[config.mk]
export PLATFORM = sky130hd
export DESIGN_NAME = grasp_sequencer_fsm_top
export DESIGN_NICKNAME = d
export VERILOG_FILES = /design/src/hdl/gsf_pkg.sv /design/src/hdl/gsf_core.sv /design/src/hdl/grasp_sequencer_fsm_top.sv
export SDC_FILE = /design/constraint.sdc
export NUM_CORES = 1
export LEC_CHECK = 0
export BUFFER_PORTS_ARGS = -buffer_cell sky130_fd_sc_hd__buf_2
export CAP_MARGIN = 40
export CORE_MARGIN = 4
export CORE_UTILIZATION = 25
export DETAILED_ROUTE_END_ITERATION = 8
export PLACE_DENSITY_LB_ADDON = 0.12
export SYNTH_ARGS = -nofsm -noshare
export SYNTH_HDL_FRONTEND = slang
export SYNTH_SLANG_ARGS = --single-unit
[constraint.sdc]
create_clock -name clk_i -period 5.2 [get_ports clk_i]
set_input_delay 0.26 -clock clk_i [delete_from_list [all_inputs] [get_ports clk_i]]
set_output_delay 0.26 -clock clk_i [all_outputs]
set_load 0.01 [all_outputs]
[src/hdl/gsf_pkg.sv]
// Shared types and constants for the grasp sequencer.
package gsf_pkg;

  // Item kinds carried on the input tuser
  typedef enum logic [1:0] {
    OP_STEP    = 2'd0,
    OP_ESTOP   = 2'd1,
    OP_REQUEST = 2'd2,
    OP_UNUSED  = 2'd3
  } opcode_e;

  // Configuration register indexes
  typedef enum logic [2:0] {
    REG_SCAN_TO     = 3'd0,
    REG_ANALYZE_TO  = 3'd1,
    REG_TAP_TO      = 3'd2,
    REG_PLAN_TO     = 3'd3,
    REG_APPROACH_TO = 3'd4,
    REG_GRIP_TO     = 3'd5,
    REG_PROCEED_TH  = 3'd6,
    REG_NONE        = 3'd7
  } cfg_idx_e;

  localparam int unsigned TIME_W  = 32;
  localparam int unsigned STATE_W = 4;
  localparam int unsigned TO_W    = 16;
  localparam int unsigned Q8_W    = 9;
  localparam int unsigned DIST_W  = 16;
  localparam int unsigned FORCE_W = 16;

  // Configuration reset values
  localparam logic [TO_W-1:0] SCAN_TO_RST     = 16'd3000;
  localparam logic [TO_W-1:0] ANALYZE_TO_RST  = 16'd2000;
  localparam logic [TO_W-1:0] TAP_TO_RST      = 16'd1500;
  localparam logic [TO_W-1:0] PLAN_TO_RST     = 16'd1000;
  localparam logic [TO_W-1:0] APPROACH_TO_RST = 16'd5000;
  localparam logic [TO_W-1:0] GRIP_TO_RST     = 16'd3000;
  localparam logic [Q8_W-1:0] PROCEED_TH_RST  = 9'd128;

  // Fixed thresholds
  localparam logic [DIST_W-1:0]  DETECT_NEAR_MM   = 16'd300;
  localparam logic [DIST_W-1:0]  SCAN_NEAR_MM     = 16'd200;
  localparam logic [DIST_W-1:0]  LOST_FAR_MM      = 16'd500;
  localparam logic [TIME_W-1:0]  DETECT_LIMIT_MS  = 32'd5000;
  localparam logic [TIME_W-1:0]  RELEASE_LIMIT_MS = 32'd3000;
  localparam logic [TIME_W-1:0]  ERROR_LIMIT_MS   = 32'd2000;
  localparam logic [FORCE_W-1:0] FORCE_APPROACH   = 16'd20;  // 0.2 N
  localparam logic [FORCE_W-1:0] FORCE_HOLD_MIN   = 16'd50;  // 0.5 N
  localparam logic [FORCE_W-1:0] FORCE_LOST       = 16'd10;  // 0.1 N
  localparam logic [FORCE_W-1:0] FORCE_RELEASED   = 16'd5;   // 0.05 N
  localparam logic [11:0]        PLAN_Q_LIMIT     = 12'd256; // 5*q > 256 is q > 0.2
  localparam logic [13:0]        HOLD_Q_LIMIT     = 14'd768; // 20*q < 768 is q < 0.15

  localparam int unsigned IN_DATA_W  = 120;
  localparam int unsigned OUT_DATA_W = 8;

  typedef struct packed {
    logic [Q8_W-1:0]    hold_quality;
    logic [Q8_W-1:0]    plan_quality;
    logic [Q8_W-1:0]    grasp_odds;
    logic [FORCE_W-1:0] target_force;
    logic               plan_ok;
    logic               slip_seen;
    logic [FORCE_W-1:0] total_force;
    logic [DIST_W-1:0]  nearest_depth_mm;
    logic [3:0]         valid_mask;
    logic [STATE_W-1:0] requested_state;
    logic [TIME_W-1:0]  now_ms;
  } item_t;

  typedef struct packed {
    logic [TO_W-1:0] scan_to;
    logic [TO_W-1:0] analyze_to;
    logic [TO_W-1:0] tap_to;
    logic [TO_W-1:0] plan_to;
    logic [TO_W-1:0] approach_to;
    logic [TO_W-1:0] grip_to;
    logic [Q8_W-1:0] proceed_th;
  } cfg_t;

  typedef struct packed {
    logic               entered;
    logic [STATE_W-1:0] state;
  } result_t;

endpackage

[src/hdl/gsf_core.sv]
// Sequencer state, pending stop/request latches and the per-item transition logic.
module gsf_core (
  input  logic                  clk_i,
  input  logic                  rst_ni,
  input  logic                  fire_i,
  input  gsf_pkg::opcode_e      op_i,
  input  gsf_pkg::item_t        item_i,
  input  gsf_pkg::cfg_t         cfg_i,
  output gsf_pkg::result_t      res_o
);

  typedef enum logic [gsf_pkg::STATE_W-1:0] {
    ST_IDLE        = 4'd0,
    ST_DETECTED    = 4'd1,
    ST_SCANNING    = 4'd2,
    ST_ANALYZING   = 4'd3,
    ST_TAP         = 4'd4,
    ST_CLASSIFYING = 4'd5,
    ST_PLANNING    = 4'd6,
    ST_APPROACHING = 4'd7,
    ST_GRIPPING    = 4'd8,
    ST_HOLDING     = 4'd9,
    ST_RELEASING   = 4'd10,
    ST_ERROR       = 4'd11
  } state_e;

  state_e                           state_q, state_d;
  logic [gsf_pkg::TIME_W-1:0]       entry_q, entry_d;
  logic                             stop_q, stop_d;
  logic                             req_q, req_d;
  logic [gsf_pkg::STATE_W-1:0]      tgt_q, tgt_d;

  logic [gsf_pkg::TIME_W-1:0]       elapsed;
  logic                             dv, cv, iv, fv;
  logic [19:0]                      force_x10, tforce_x9;
  logic [11:0]                      pq_x5;
  logic [13:0]                      hq_x20;
  logic                             go;
  state_e                           go_st;
  logic                             served;

  function automatic logic past_limit(input logic [gsf_pkg::TIME_W-1:0] el,
                                      input logic [gsf_pkg::TO_W-1:0]   lim);
    return el > {{(gsf_pkg::TIME_W-gsf_pkg::TO_W){1'b0}}, lim};
  endfunction

  // Sensor flags and scaled comparisons
  assign dv        = item_i.valid_mask[0];
  assign cv        = item_i.valid_mask[1];
  assign iv        = item_i.valid_mask[2];
  assign fv        = item_i.valid_mask[3];
  assign elapsed   = item_i.now_ms - entry_q;
  assign force_x10 = {1'b0, item_i.total_force, 3'b000} + {3'b000, item_i.total_force, 1'b0};
  assign tforce_x9 = {1'b0, item_i.target_force, 3'b000} + {4'b0000, item_i.target_force};
  assign pq_x5     = {1'b0, item_i.plan_quality, 2'b00} + {3'b000, item_i.plan_quality};
  assign hq_x20    = {1'b0, item_i.hold_quality, 4'b0000} + {3'b000, item_i.hold_quality, 2'b00};

  // Transition rules: later rules in a state override earlier ones
  always_comb begin
    go     = 1'b0;
    go_st  = state_q;
    served = 1'b0;
    stop_d = stop_q;
    req_d  = req_q;
    tgt_d  = tgt_q;
    if (fire_i) begin
      unique case (op_i)
        gsf_pkg::OP_STEP: begin
          if (stop_q) begin
            stop_d = 1'b0;
            go     = 1'b1;
            go_st  = ST_RELEASING;
          end else begin
            if (req_q) begin
              req_d = 1'b0;
              if (tgt_q == ST_IDLE) begin
                go     = 1'b1;
                go_st  = ST_IDLE;
                served = 1'b1;
              end else if (tgt_q == ST_RELEASING) begin
                go     = 1'b1;
                go_st  = ST_RELEASING;
                served = 1'b1;
              end else if (tgt_q == ST_DETECTED && state_q == ST_IDLE) begin
                go     = 1'b1;
                go_st  = ST_DETECTED;
                served = 1'b1;
              end
            end
            if (!served) begin
              unique case (state_q)
                ST_IDLE: begin
                  if (dv && item_i.nearest_depth_mm < gsf_pkg::DETECT_NEAR_MM) begin
                    go = 1'b1; go_st = ST_DETECTED;
                  end
                end
                ST_DETECTED: begin
                  if (dv && item_i.nearest_depth_mm < gsf_pkg::SCAN_NEAR_MM) begin
                    go = 1'b1; go_st = ST_SCANNING;
                  end else if (dv && item_i.nearest_depth_mm > gsf_pkg::LOST_FAR_MM) begin
                    go = 1'b1; go_st = ST_IDLE;
                  end
                  if (elapsed > gsf_pkg::DETECT_LIMIT_MS) begin
                    go = 1'b1; go_st = ST_IDLE;
                  end
                end
                ST_SCANNING: begin
                  if ((cv && dv) || past_limit(elapsed, cfg_i.scan_to)) begin
                    go = 1'b1; go_st = ST_ANALYZING;
                  end
                end
                ST_ANALYZING: begin
                  if (iv || past_limit(elapsed, cfg_i.analyze_to)) begin
                    go = 1'b1; go_st = ST_TAP;
                  end
                end
                ST_TAP: begin
                  if (past_limit(elapsed, cfg_i.tap_to)) begin
                    go = 1'b1; go_st = ST_CLASSIFYING;
                  end
                end
                ST_CLASSIFYING: begin
                  go = 1'b1; go_st = ST_PLANNING;
                end
                ST_PLANNING: begin
                  if (item_i.plan_ok) begin
                    go    = 1'b1;
                    go_st = (item_i.grasp_odds >= cfg_i.proceed_th) ? ST_APPROACHING
                                                                    : ST_ERROR;
                  end
                  if (past_limit(elapsed, cfg_i.plan_to)) begin
                    go    = 1'b1;
                    go_st = (pq_x5 > gsf_pkg::PLAN_Q_LIMIT) ? ST_APPROACHING : ST_ERROR;
                  end
                end
                ST_APPROACHING: begin
                  if (fv && item_i.total_force > gsf_pkg::FORCE_APPROACH) begin
                    go = 1'b1; go_st = ST_GRIPPING;
                  end
                  if (past_limit(elapsed, cfg_i.approach_to)) begin
                    go = 1'b1; go_st = ST_ERROR;
                  end
                end
                ST_GRIPPING: begin
                  if (fv && force_x10 >= tforce_x9) begin
                    go = 1'b1; go_st = ST_HOLDING;
                  end
                  if (past_limit(elapsed, cfg_i.grip_to)) begin
                    go    = 1'b1;
                    go_st = (fv && item_i.total_force > gsf_pkg::FORCE_HOLD_MIN) ? ST_HOLDING
                                                                                : ST_ERROR;
                  end
                end
                ST_HOLDING: begin
                  if (fv && (item_i.total_force < gsf_pkg::FORCE_LOST ||
                             (item_i.slip_seen && hq_x20 < gsf_pkg::HOLD_Q_LIMIT))) begin
                    go = 1'b1; go_st = ST_ERROR;
                  end
                end
                ST_RELEASING: begin
                  if ((fv && item_i.total_force < gsf_pkg::FORCE_RELEASED) ||
                      elapsed > gsf_pkg::RELEASE_LIMIT_MS) begin
                    go = 1'b1; go_st = ST_IDLE;
                  end
                end
                ST_ERROR: begin
                  if (elapsed > gsf_pkg::ERROR_LIMIT_MS) begin
                    go = 1'b1; go_st = ST_IDLE;
                  end
                end
                default: begin
                  go = 1'b0;
                end
              endcase
            end
          end
        end
        gsf_pkg::OP_ESTOP: begin
          stop_d = 1'b1;
        end
        gsf_pkg::OP_REQUEST: begin
          req_d = 1'b1;
          tgt_d = item_i.requested_state;
        end
        default: begin
          stop_d = stop_q;
        end
      endcase
    end
    state_d = go ? go_st : state_q;
    entry_d = go ? item_i.now_ms : entry_q;
  end

  assign res_o.state   = state_d;
  assign res_o.entered = go;

  // State and latches
  always_ff @(posedge clk_i or negedge rst_ni) begin
    if (!rst_ni) begin
      state_q <= ST_IDLE;
      entry_q <= '0;
      stop_q  <= 1'b0;
      req_q   <= 1'b0;
      tgt_q   <= ST_IDLE;
    end else begin
      state_q <= state_d;
      entry_q <= entry_d;
      stop_q  <= stop_d;
      req_q   <= req_d;
      tgt_q   <= tgt_d;
    end
  end

  // A pending stop always wins on the next step
  a_stop_first: assert property (@(posedge clk_i) disable iff (!rst_ni)
    fire_i && op_i == gsf_pkg::OP_STEP && stop_q |=> state_q == ST_RELEASING && !stop_q)
    else $error("pending stop not served as release");

  // Latching items never cause a state entry
  a_latch_no_entry: assert property (@(posedge clk_i) disable iff (!rst_ni)
    fire_i && op_i != gsf_pkg::OP_STEP |-> !go)
    else $error("state entry on a non-step item");

  // Entry time only moves with a state entry
  a_entry_time: assert property (@(posedge clk_i) disable iff (!rst_ni)
    !go |=> $stable(entry_q))
    else $error("entry time changed without a state entry");

  // A step without a pending stop consumes the pending request
  a_req_consumed: assert property (@(posedge clk_i) disable iff (!rst_ni)
    fire_i && op_i == gsf_pkg::OP_STEP && !stop_q |=> !req_q)
    else $error("request still pending after a step");

endmodule

[src/hdl/grasp_sequencer_fsm_top.sv]
// Top level of the grasp sequencer: stream ports, input register, result register, config.
// The grasp sequencer takes one item per clock cycle on the slave stream while the master keeps
// up, and gives one result per item on the master stream, in order. An item waits in the input
// register, where the transition logic runs against the sequencer state, until the result
// register is free; its result is then captured in the result register and offered from there.
// A stalled master only holds the input side once both registers are full. Configuration
// writes are registered and are always accepted.
module grasp_sequencer_fsm_top (
  input  logic                              clk_i,
  input  logic                              rst_ni,
  // Input items
  input  logic                              s_axis_tvalid,
  output logic                              s_axis_tready,
  // tdata, low to high: now_ms[31:0], requested_state[35:32], valid_mask[39:36],
  // nearest_depth_mm[55:40], total_force[71:56], slip_seen[72], plan_ok[73],
  // target_force[89:74], grasp_odds[98:90], plan_quality[107:99],
  // hold_quality[116:108], zero pad[119:117]
  input  logic [gsf_pkg::IN_DATA_W-1:0]     s_axis_tdata,
  // tuser: opcode[1:0]
  input  logic [1:0]                        s_axis_tuser,
  // Results
  output logic                              m_axis_tvalid,
  input  logic                              m_axis_tready,
  // tdata, low to high: current_state[3:0], state_entered[4], zero pad[7:5]
  output logic [gsf_pkg::OUT_DATA_W-1:0]    m_axis_tdata,
  // Configuration writes
  input  logic                              cfg_valid_i,
  output logic                              cfg_ready_o,
  input  logic [2:0]                        cfg_index_i,
  input  logic [gsf_pkg::TO_W-1:0]          cfg_data_i
);

  logic                  in_valid_q;
  gsf_pkg::item_t        in_item_q;
  gsf_pkg::opcode_e      in_op_q;
  logic                  out_valid_q;
  gsf_pkg::result_t      out_res_q;
  gsf_pkg::result_t      core_res;
  gsf_pkg::cfg_t         cfg_q;
  logic                  advance;
  gsf_pkg::cfg_idx_e     cfg_idx;

  // Handshake: move the held item through when the result register is free
  assign advance       = in_valid_q && (!out_valid_q || m_axis_tready);
  assign s_axis_tready = !in_valid_q || advance;
  assign m_axis_tvalid = out_valid_q;
  assign m_axis_tdata  = {{(gsf_pkg::OUT_DATA_W-gsf_pkg::STATE_W-1){1'b0}},
                          out_res_q.entered, out_res_q.state};
  assign cfg_ready_o   = 1'b1;
  assign cfg_idx       = gsf_pkg::cfg_idx_e'(cfg_index_i);

  // Input register
  always_ff @(posedge clk_i or negedge rst_ni) begin
    if (!rst_ni) begin
      in_valid_q <= 1'b0;
    end else if (s_axis_tready) begin
      in_valid_q <= s_axis_tvalid;
    end
  end

  always_ff @(posedge clk_i) begin
    if (s_axis_tvalid && s_axis_tready) begin
      in_item_q <= gsf_pkg::item_t'(s_axis_tdata[$bits(gsf_pkg::item_t)-1:0]);
      in_op_q   <= gsf_pkg::opcode_e'(s_axis_tuser);
    end
  end

  // Result register
  always_ff @(posedge clk_i or negedge rst_ni) begin
    if (!rst_ni) begin
      out_valid_q <= 1'b0;
    end else if (advance) begin
      out_valid_q <= 1'b1;
    end else if (m_axis_tready) begin
      out_valid_q <= 1'b0;
    end
  end

  always_ff @(posedge clk_i) begin
    if (advance) begin
      out_res_q <= core_res;
    end
  end

  // Configuration registers
  always_ff @(posedge clk_i or negedge rst_ni) begin
    if (!rst_ni) begin
      cfg_q.scan_to     <= gsf_pkg::SCAN_TO_RST;
      cfg_q.analyze_to  <= gsf_pkg::ANALYZE_TO_RST;
      cfg_q.tap_to      <= gsf_pkg::TAP_TO_RST;
      cfg_q.plan_to     <= gsf_pkg::PLAN_TO_RST;
      cfg_q.approach_to <= gsf_pkg::APPROACH_TO_RST;
      cfg_q.grip_to     <= gsf_pkg::GRIP_TO_RST;
      cfg_q.proceed_th  <= gsf_pkg::PROCEED_TH_RST;
    end else if (cfg_valid_i && cfg_ready_o) begin
      unique case (cfg_idx)
        gsf_pkg::REG_SCAN_TO:     cfg_q.scan_to     <= cfg_data_i;
        gsf_pkg::REG_ANALYZE_TO:  cfg_q.analyze_to  <= cfg_data_i;
        gsf_pkg::REG_TAP_TO:      cfg_q.tap_to      <= cfg_data_i;
        gsf_pkg::REG_PLAN_TO:     cfg_q.plan_to     <= cfg_data_i;
        gsf_pkg::REG_APPROACH_TO: cfg_q.approach_to <= cfg_data_i;
        gsf_pkg::REG_GRIP_TO:     cfg_q.grip_to     <= cfg_data_i;
        gsf_pkg::REG_PROCEED_TH:  cfg_q.proceed_th  <= cfg_data_i[gsf_pkg::Q8_W-1:0];
        default: begin
          cfg_q <= cfg_q;
        end
      endcase
    end
  end

  gsf_core u_core (
    .clk_i  (clk_i),
    .rst_ni (rst_ni),
    .fire_i (advance),
    .op_i   (in_op_q),
    .item_i (in_item_q),
    .cfg_i  (cfg_q),
    .res_o  (core_res)
  );

  // A processed item always lands in the result register
  a_advance_lands: assert property (@(posedge clk_i) disable iff (!rst_ni)
    advance |=> out_valid_q)
    else $error("processed item did not reach the result register");

  // Input stalls only when both registers are full and the master holds off
  a_stall_cause: assert property (@(posedge clk_i) disable iff (!rst_ni)
    !s_axis_tready |-> in_valid_q && out_valid_q && !m_axis_tready)
    else $error("input stalled without a full pipeline");

  // A held result is not overwritten while the master stalls
  a_no_overwrite: assert property (@(posedge clk_i) disable iff (!rst_ni)
    out_valid_q && !m_axis_tready |=> $stable(out_res_q))
    else $error("result overwritten under stall");

endmodule
# == Word-level counts from Yosys, hierarchy flattened ==
# Index checks and enable logic that the tools add are counted.
# classes
order_cmp,20
n_mul,0
shifts,0
n_mux,62
eq_ne,22
bitwise,0
div,0
n_reduce_logical,38
add_sub_neg,5
# ops
op,count
$gt A32 B16 Y1,6
$mux W4,27
$pmux W4 S12,1
$gt A32 B11 Y1 const B,1
$gt A32 B12 Y1 const B,1
$gt A32 B13 Y1 const B,1
$sub A32 B32 Y32,1
$mux W1,30
$add A19 B16 Y20,1
$add A19 B17 Y20,1
$eq A4 B4 Y1 const B,5
$ge A20 B20 Y1,1
$reduce_and A2 Y1,9
$eq A4 B3 Y1 const B,4
$gt A16 B5 Y1 const B,1
$gt A16 B6 Y1 const B,1
$gt A16 B9 Y1 const B,1
$lt A16 B3 Y1 const B,1
$lt A16 B4 Y1 const B,1
$lt A16 B8 Y1 const B,1
$lt A16 B9 Y1 const B,1
$add A13 B11 Y14,1
$lt A14 B10 Y1 const B,1
$logic_and A1 B1 Y1,13
21 further kinds,36
# word_totals
romBits,0
out_inout_bits,11
mem_count,0
in_bits,146
latchBits,0
register_bits,273
ram_bits,0

# == Longest topological paths before layout ==
# Gate-level depths: netlist of the first run.
# depth
depth_word,15
mapped_depth,26

# == By module ==
# From an unflattened synthesis of the first run, not the netlist that was laid out.
# unflattened
cells_unflattened,1668
area_unflattened_um2,18068.6
# by_module_without_submodules
module,cells_per_inst,seq_area_each_um2,area_each_um2,n_inst
gsf_core,1300,1051.0,10129.7,1
grasp_sequencer_fsm_top,368,6449.9,7938.9,1

# == Worst setup path after synthesis of the first run ==
# OpenSTA, ideal clock, no wires.
# synth_timing
kind,register to register
start,register in_item_q[57] (netlist name)
end,"register out_res_q, in the netlist m_axis_tdata[0] (data pin)"
synth_period_minus_slack_ns,5.235
path_buffers,1
path_slack_ns,-0.035
arrival_ns,4.973
stages_incl_launch_ff,26
path_cell_list,edfxtp_1 > ha_1 > a21o_1 > a21oi_1 > o21bai_1 > a21oi_1 > nor2b_1 > o21a_1 > o21ai_0 > a21oi_1 > o21ai_0 > nand2b_1 > xor2_1 > ha_1 > a21oi_1 > nand2_1 > a2111oi_0 > a21oi_1 > o21ai_0 > a31oi_1 > a21oi_1 > o221a_2 > o211ai_1 > o31ai_4 > buf_6 > mux2_2
# synth_rtl
element,line_no,rtl
"start, declared",grasp_sequencer_fsm_top.sv:34,gsf_pkg::item_t in_item_q;
"start signal, assigned",grasp_sequencer_fsm_top.sv:63,in_item_q <= gsf_pkg::item_t'(s_axis_tdata[$bits(gsf_pkg::item_t)-1:0]);
"end signal, assigned",grasp_sequencer_fsm_top.sv:81,out_res_q <= core_res;
"end, declared",grasp_sequencer_fsm_top.sv:37,gsf_pkg::result_t out_res_q;

==> flow_metrics.py, run 1 <==
metrics = {
    "run_status": {
        "outcome": "completed",
    },
    "timing": {
        "worstMarginPinSlew_ns": 0.7559,
        "rsz0062_at_grt": "true",
        "slew_violations": 0,
        "relSlewSlack": 0.4961,
        "final.setup.tns_ns": 0,
        "finalClockSkew_ns": 0.01620,
        "post-route-period-util": 0.9824,
        "hold_violations": 0,
        "fmax_ghz": 0.1958,
        "finalSetupViolations": 0,
        "fin_crit_ns": 5.109,
    },
    "critical_path": {
        "crit_type": "flip-flop to flip-flop",
        "cp.required_ns": 5.48,
        "start_kind": "flip-flop",
        "worstPathMaxFanout": 7,
        "worstPathArrival_ns": 5.39,
        "crit_path_end_kind": "flip-flop",
    },
    "route": {
        "routedWlPerCell_um": 16.37,
        "vias": 13429,
        "drc": 0,
        "drt-total-wl_um": 48350,
        "ant_nets": 0,
        "vias_per_cell": 4.546,
        "drtIter0Drc": 561,
        "firstDrtPassIters": 5,
    },
    "clocking": {
        "clock_latency_ns": 0.54,
        "cts_root_buf": "clkbuf_16",
        "path_clk_slew_ns": 0.06,
        "clock_path_buffers": 3,
        "htreeDepth": 2,
        "cts_sinks": 273,
        "cts_tree": "done",
        "cts_buffers": 37,
    },
    "floorplanning": {
        "core-area_um2": 67160,
        "ios": 157,
        "rows": 95,
        "die_area_um2": 72090,
        "initial_core_util": 0.2526,
        "die_h_um": 268.5,
        "die_w_um": 268.5,
    },
    "yosys": {
        "async_reset_ff_frac": 0.5458,
        "yosys-top-cells-count": "ha_1 (189), inv_1 (165), nand2_1 (139)",
        "synth_ff_type": "edfxtp_1",
        "yosysSeqAreaShare": 0.4422,
        "synthCells": 1641,
        "netlist.area_leader.share": 0.2195,
        "ys_ff_latch": 273,
        "yosysWarnings": 0,
        "syn_area_um2": 16960,
        "synth_area_leaders": "edfxtp_1 (22%), dfrtp_1 (16%), ha_1 (14%)",
        "synth_most_common_cell": "ha_1",
        "avgSynthCellArea_um2": 10.34,
        "synthDistinctLibCells": 84,
        "synth_top_cell_by_area": "edfxtp_1",
        "synth_enable_flop_cells": 124,
    },
    "final_layout": {
        "fin_util": 0.3367,
        "design_area_um2": 22620,
        "layout-drive-gt1-share": 0.2653,
        "diodes": 0,
        "syn_to_final_growth_pct": 33.32,
        "layout.nets": 2394,
    },
    "power_and_ir_drop": {
        "leakagePower_uw": 0.009842,
        "vdd_drop_max_mv": 0.2982,
        "power_density_nw_per_um2": 545.9,
    },
    "placement": {
        "port_buffers": 149,
        "placed_area_um2": 19560,
        "place_congestion": 0.8013,
        "dpl.hpwl_um": 36400,
    },
    "global_routing": {
        "grt-ovfl-total": 0,
        "grt_max_degree": 56,
        "grt_pass1_vias": 14008,
        "antenna_found_initial": 1,
        "grt_use_total": 0.1335,
        "grt_pass1_wl_um": 75960,
    },
    "hold_path": {
        "hold_path_class": "primary input to flip-flop",
    },
    "flow_run": {
        "maxCapViolations": 0,
    },
}
## path summary, 6_finish.rpt
path / start / to / slack [ns] / cells past startpoint
worst max register to register: in_item_q[0] / m_axis_tdata[0] / 0.09 / 22
worst max-delay path: in_item_q[0] / m_axis_tdata[0] / 0.09 / 22
max in group asynchronous: rst_ni / u_core.entry_q[26] / 3.82 / 3
worst min-delay path: cfg_data_i[11] / cfg_q[100] / 0.04 / 3
worst min register to register: in_item_q[0] / u_core.entry_q[0] / 0.49 / 1
min in group asynchronous: rst_ni / cfg_q[62] / 0.26 / 2
## state kept, by name, summed over array words and instances (netlist names)
name,count
u_core.entry_q,32
u_core.stop_q,1
m_axis_tvalid,1
u_core.req_q,1
u_core.state_q,4
in_valid_q,1
u_core.tgt_q,4
m_axis_tdata,5
in_op_q,2
in_item_q,117
cfg_q,105
## area by class of cell
type / count / area [um^2]
clock buffer: 53 / 1026
multi-input combinational: 1164 / 9124
tap: 873 / 1092
inverter: 165 / 623.1
sequential: 273 / 7501
fill: 6827 / 44540
clock inverter: 12 / 133.9
timing repair buffer: 414 / 3115
## layer usage
layer / GRT usage / wire [um] / vias up
met3: 0.02372 / 1992 / 55
met1: 0.1731 / 22300 / 6388
li1: - / - / 6771
met2: 0.2305 / 23130 / 215
met4: 0.03574 / 919 / 0
met5: 0 / 0 / -
## worst max-delay path: stages, from the launching register on
cell and delay (ns):
edfxtp_1 0.37, inv_1 0.08, ha_2 0.18, inv_2 0.04
fa_2 0.36, a211oi_4 0.28, o21ai_4 0.10, a211oi_4 0.33
o21ai_2 0.14, xor2_4 0.22, ha_4 0.31, and4_4 0.22
nand4_1 0.13, or4_4 0.57, o31ai_4 0.09, nor2_2 0.08
a211oi_2 0.23, o211ai_1 0.19, o31ai_4 0.22, buf_4 0.15
buf_12 0.13, buf_4 0.12, mux2_4 0.30
## layout by cell type, fill, tap and decap left out, types with 24 or more instances in the layout
cell,n
ha_1,182
dfrtp_1,110
dlygate4sd3_1,124
inv_1,163
nand4_1,24
nand2_1,136
dfstp_2,39
o21ai_0,109
nor2_1,77
xnor2_1,36
buf_4,134
a21oi_1,100
nand3_1,29
clkbuf_16,37
buf_2,148
mux2_2,65
a21o_1,37
edfxtp_1,124
## per-stage QoR
stage	setup slack [ns]	power (uW)	hold slack, ns	instances
global placement	-0.2075	9288	0.2425	2742
finish	0.09144	12350	0.04287	2954
detailed placement	-0.3338	9347	0.2451	2743
global route	-0.1352	13470	0.04004	2954
CTS	0.00005107	12270	0.002870	2944
floorplan	0.03536	6960	-0.03559	1643
## report_power, final
part / internal (uW) / switching [uW] / leakage [uW] / total (uW)
logic: 3170 / 3720 / 0.00635 / 6890
clock network: 1510 / 966 / 0.000568 / 2480
registers: 2730 / 252 / 0.00292 / 2980
## cells by family (layout without fill, tap and decap cells)
group,after synthesis,count (layout),synth area share
other,2,4,0.0004427
XOR/XNOR,56,56,0.03135
adder cells (fa/ha/maj),193,193,0.1441
AO/OA/AOI/OAI,416,416,0.1552
buffers and inverters,206,644,0.04838
flip-flops,273,273,0.4422
AND/OR/NAND/NOR,399,399,0.1149
multiplexers,96,96,0.06343
## timing repair
action,in CTS,in global routing
hold buffers,124,0
cloned,2,0
setup endpoints to repair,41,41
endpoints found under the hold margin,150,0
pin swaps,11,16
gates resized for setup,47,64
setup buffers,10,11
Note: power is estimated with default switching activity, not from simulation.
==> inputs of run 2 (changes only) <==
- CORE_UTILIZATION: 25 -> 40
==> run 2 against run 1 <==
  * Die area fell by 37%
  * First-iteration DRC count rose by 33%
  * Power fell by 5.0%
  * Final area fell by 2.8%
  * Via count rose by 0.62%
  * Fmax fell by 1.6%
  * Critical path type unchanged
==> flow_metrics.py, run 2 (synthesis results as in run 1) <==
metrics = {
    "placement": {
        "port_buffers": 149,
        "place_congestion": 0.8724,
        "placed_area_um2": 18990,
        "place_worst_setup_slack_ns": -0.2695,
        "dpl.hpwl_um": 32070,
    },
    "final_layout": {
        "mostFrequentLayoutCells": "ha_1 (187), inv_1 (165), buf_2 (148)",
        "regArea_um2": 7501,
        "layout-drive-gt1-share": 0.2439,
        "final_common_cell": "ha_1",
        "regMostFlops": "in_item_q",
        "design_area_um2": 21970,
        "largest_register_ffs": 117,
        "reg_top3": "in_item_q (117), cfg_q (105), u_core.entry_q (32)",
        "layout.nets": 2377,
        "diodes": 0,
        "multi_input_comb_area_um2": 8992,
        "n_fill_cell": 3764,
        "syn_to_final_growth_pct": 29.52,
    },
    "power_and_ir_drop": {
        "power_density_nw_per_um2": 534.1,
        "leakagePower_uw": 0.009763,
        "vdd_drop_max_mv": 0.2481,
        "p_total_uw": 11740,
    },
    "clocking": {
        "clock_path_buffers": 3,
        "cts_tree": "done",
        "cts_root_buf": "clkbuf_16",
        "path_clk_slew_ns": 0.06,
        "cts_buffers": 31,
        "htreeDepth": 1,
        "clock_latency_ns": 0.58,
        "cts_sinks": 273,
    },
    "timing": {
        "finalSetupViolations": 0,
        "fin_ws_ns": 0.01000,
        "fmax_ghz": 0.1927,
        "rsz0062_at_grt": "true",
        "post-route-period-util": 0.9981,
        "hold_slack_ns": 0.02529,
        "fin_crit_ns": 5.190,
        "hold_violations": 0,
        "final.setup.tns_ns": 0,
        "finalClockSkew_ns": 0.01230,
        "slew_violations": 0,
        "relSlewSlack": 0.5435,
        "worstMarginPinSlew_ns": 0.6799,
    },
    "floorplanning": {
        "core-area_um2": 41950,
        "die_h_um": 213.9,
        "rows": 75,
        "die_area_um2": 45770,
        "ios": 157,
        "die_w_um": 213.9,
        "initial_core_util": 0.4044,
    },
    "run_status": {
        "outcome": "completed",
    },
    "global_routing": {
        "grt_pass1_vias": 13662,
        "grt_pass1_wl_um": 70660,
        "antenna_found_initial": 0,
        "grt_use_total": 0.1864,
        "grt_max_degree": 64,
        "grt-ovfl-total": 0,
    },
    "route": {
        "vias_per_cell": 5.195,
        "drtIter0Drc": 747,
        "drt-total-wl_um": 43710,
        "ant_nets": 0,
        "vias": 13512,
        "drc": 0,
        "firstDrtPassIters": 5,
        "routedWlPerCell_um": 16.80,
    },
    "critical_path": {
        "worstPathArrival_ns": 5.51,
        "worstPathMaxFanout": 8,
        "cp.required_ns": 5.52,
        "crit_type": "flip-flop to flip-flop",
        "start_kind": "flip-flop",
        "crit_path_end_kind": "flip-flop",
    },
    "hold_path": {
        "hold_path_class": "primary input to flip-flop",
    },
    "flow_run": {
        "maxCapViolations": 0,
    },
}
run 2: changes by cell type in the layout (fill, tap and decap cells not counted), sizes merged:
cell,delta
buf,-22
clkbuf,-21
clkinv,+6
clkinvlp,+3
inv,+1
dlygate4sd3,+11
bufinv,+3
run 2: stage by stage:
| stage | cells | util |
|---|---|---|
| 2_1_floorplan | 1643 | - |
| 3_3_place_gp | 2383 | 0.4516 |
| 3_5_place_dp | 2386 | 0.4527 |
| 4_1_cts | 2594 | 0.5183 |
| 5_1_grt | 2601 | 0.5238 |
| 6_report | 2601 | 0.5238 |
run 2: worst max-delay path, stage by stage (launching register included):
cell and delay, ns:
edfxtp_1 0.40, ha_1 0.33, a211oi_2 0.29, o21ai_1 0.15, a31oi_1 0.31, a21oi_1 0.12
o311a_1 0.42, ha_1 0.34, and4_1 0.23, nand4_1 0.16, or4_1 0.57, o31ai_2 0.12
nor2_1 0.11, a211oi_2 0.26, o211ai_1 0.21, o31ai_4 0.22, buf_4 0.15, buf_12 0.14
buf_4 0.12, mux2_4 0.30
run 2: final timing paths:
path                                from                end  slack (ns)  cells after the start
setup / recovery            in_item_q[6]    m_axis_tdata[0]        0.01                     19
hold / removal             cfg_data_i[8]          cfg_q[65]        0.03                      3
setup reg to reg            in_item_q[6]    m_axis_tdata[0]        0.01                     19
hold reg to reg            in_item_q[34]    u_core.tgt_q[2]        0.48                      1
max in group asynchronous         rst_ni  u_core.entry_q[9]        3.89                      3
min in group asynchronous         rst_ni          cfg_q[58]        0.25                      2
run 2: area by class of cell:
| class | count | share of cell area |
|---|---|---|
| Clock inverter | 25 | 0.01298 |
| Multi-Input combinational cell | 1164 | 0.4093 |
| Sequential cell | 273 | 0.3414 |
| Tap cell | 539 | 0.03069 |
| Inverter | 165 | 0.02819 |
| Timing Repair Buffer | 403 | 0.1420 |
| Clock buffer | 32 | 0.03548 |
run 2: timing repair:
item,4_1_cts,5_1_grt
gates cloned,2,0
hold buffers,135,0
pin swaps,11,14
endpoints found under the setup margin,40,41
hold endpoints to repair,191,0
resized for setup,38,53
buffers inserted,14,9
run 2: metal layers:
layer	vias up	global-route usage	part of all wire
li1	6725	-	-
met1	6483	0.2473	0.46
met2	246	0.3197	0.48
met3	58	0.03560	0.048
met4	0	0.03977	0.018
met5	-	0	0
run 2: power by group:
group / switching [uW] / leakage (uW) / internal (uW)
clock: 909 / 0.000512 / 1380
combinational: 3520 / 0.00633 / 2950
sequential: 248 / 0.00292 / 2720
total: 4680 / 0.00976 / 7060
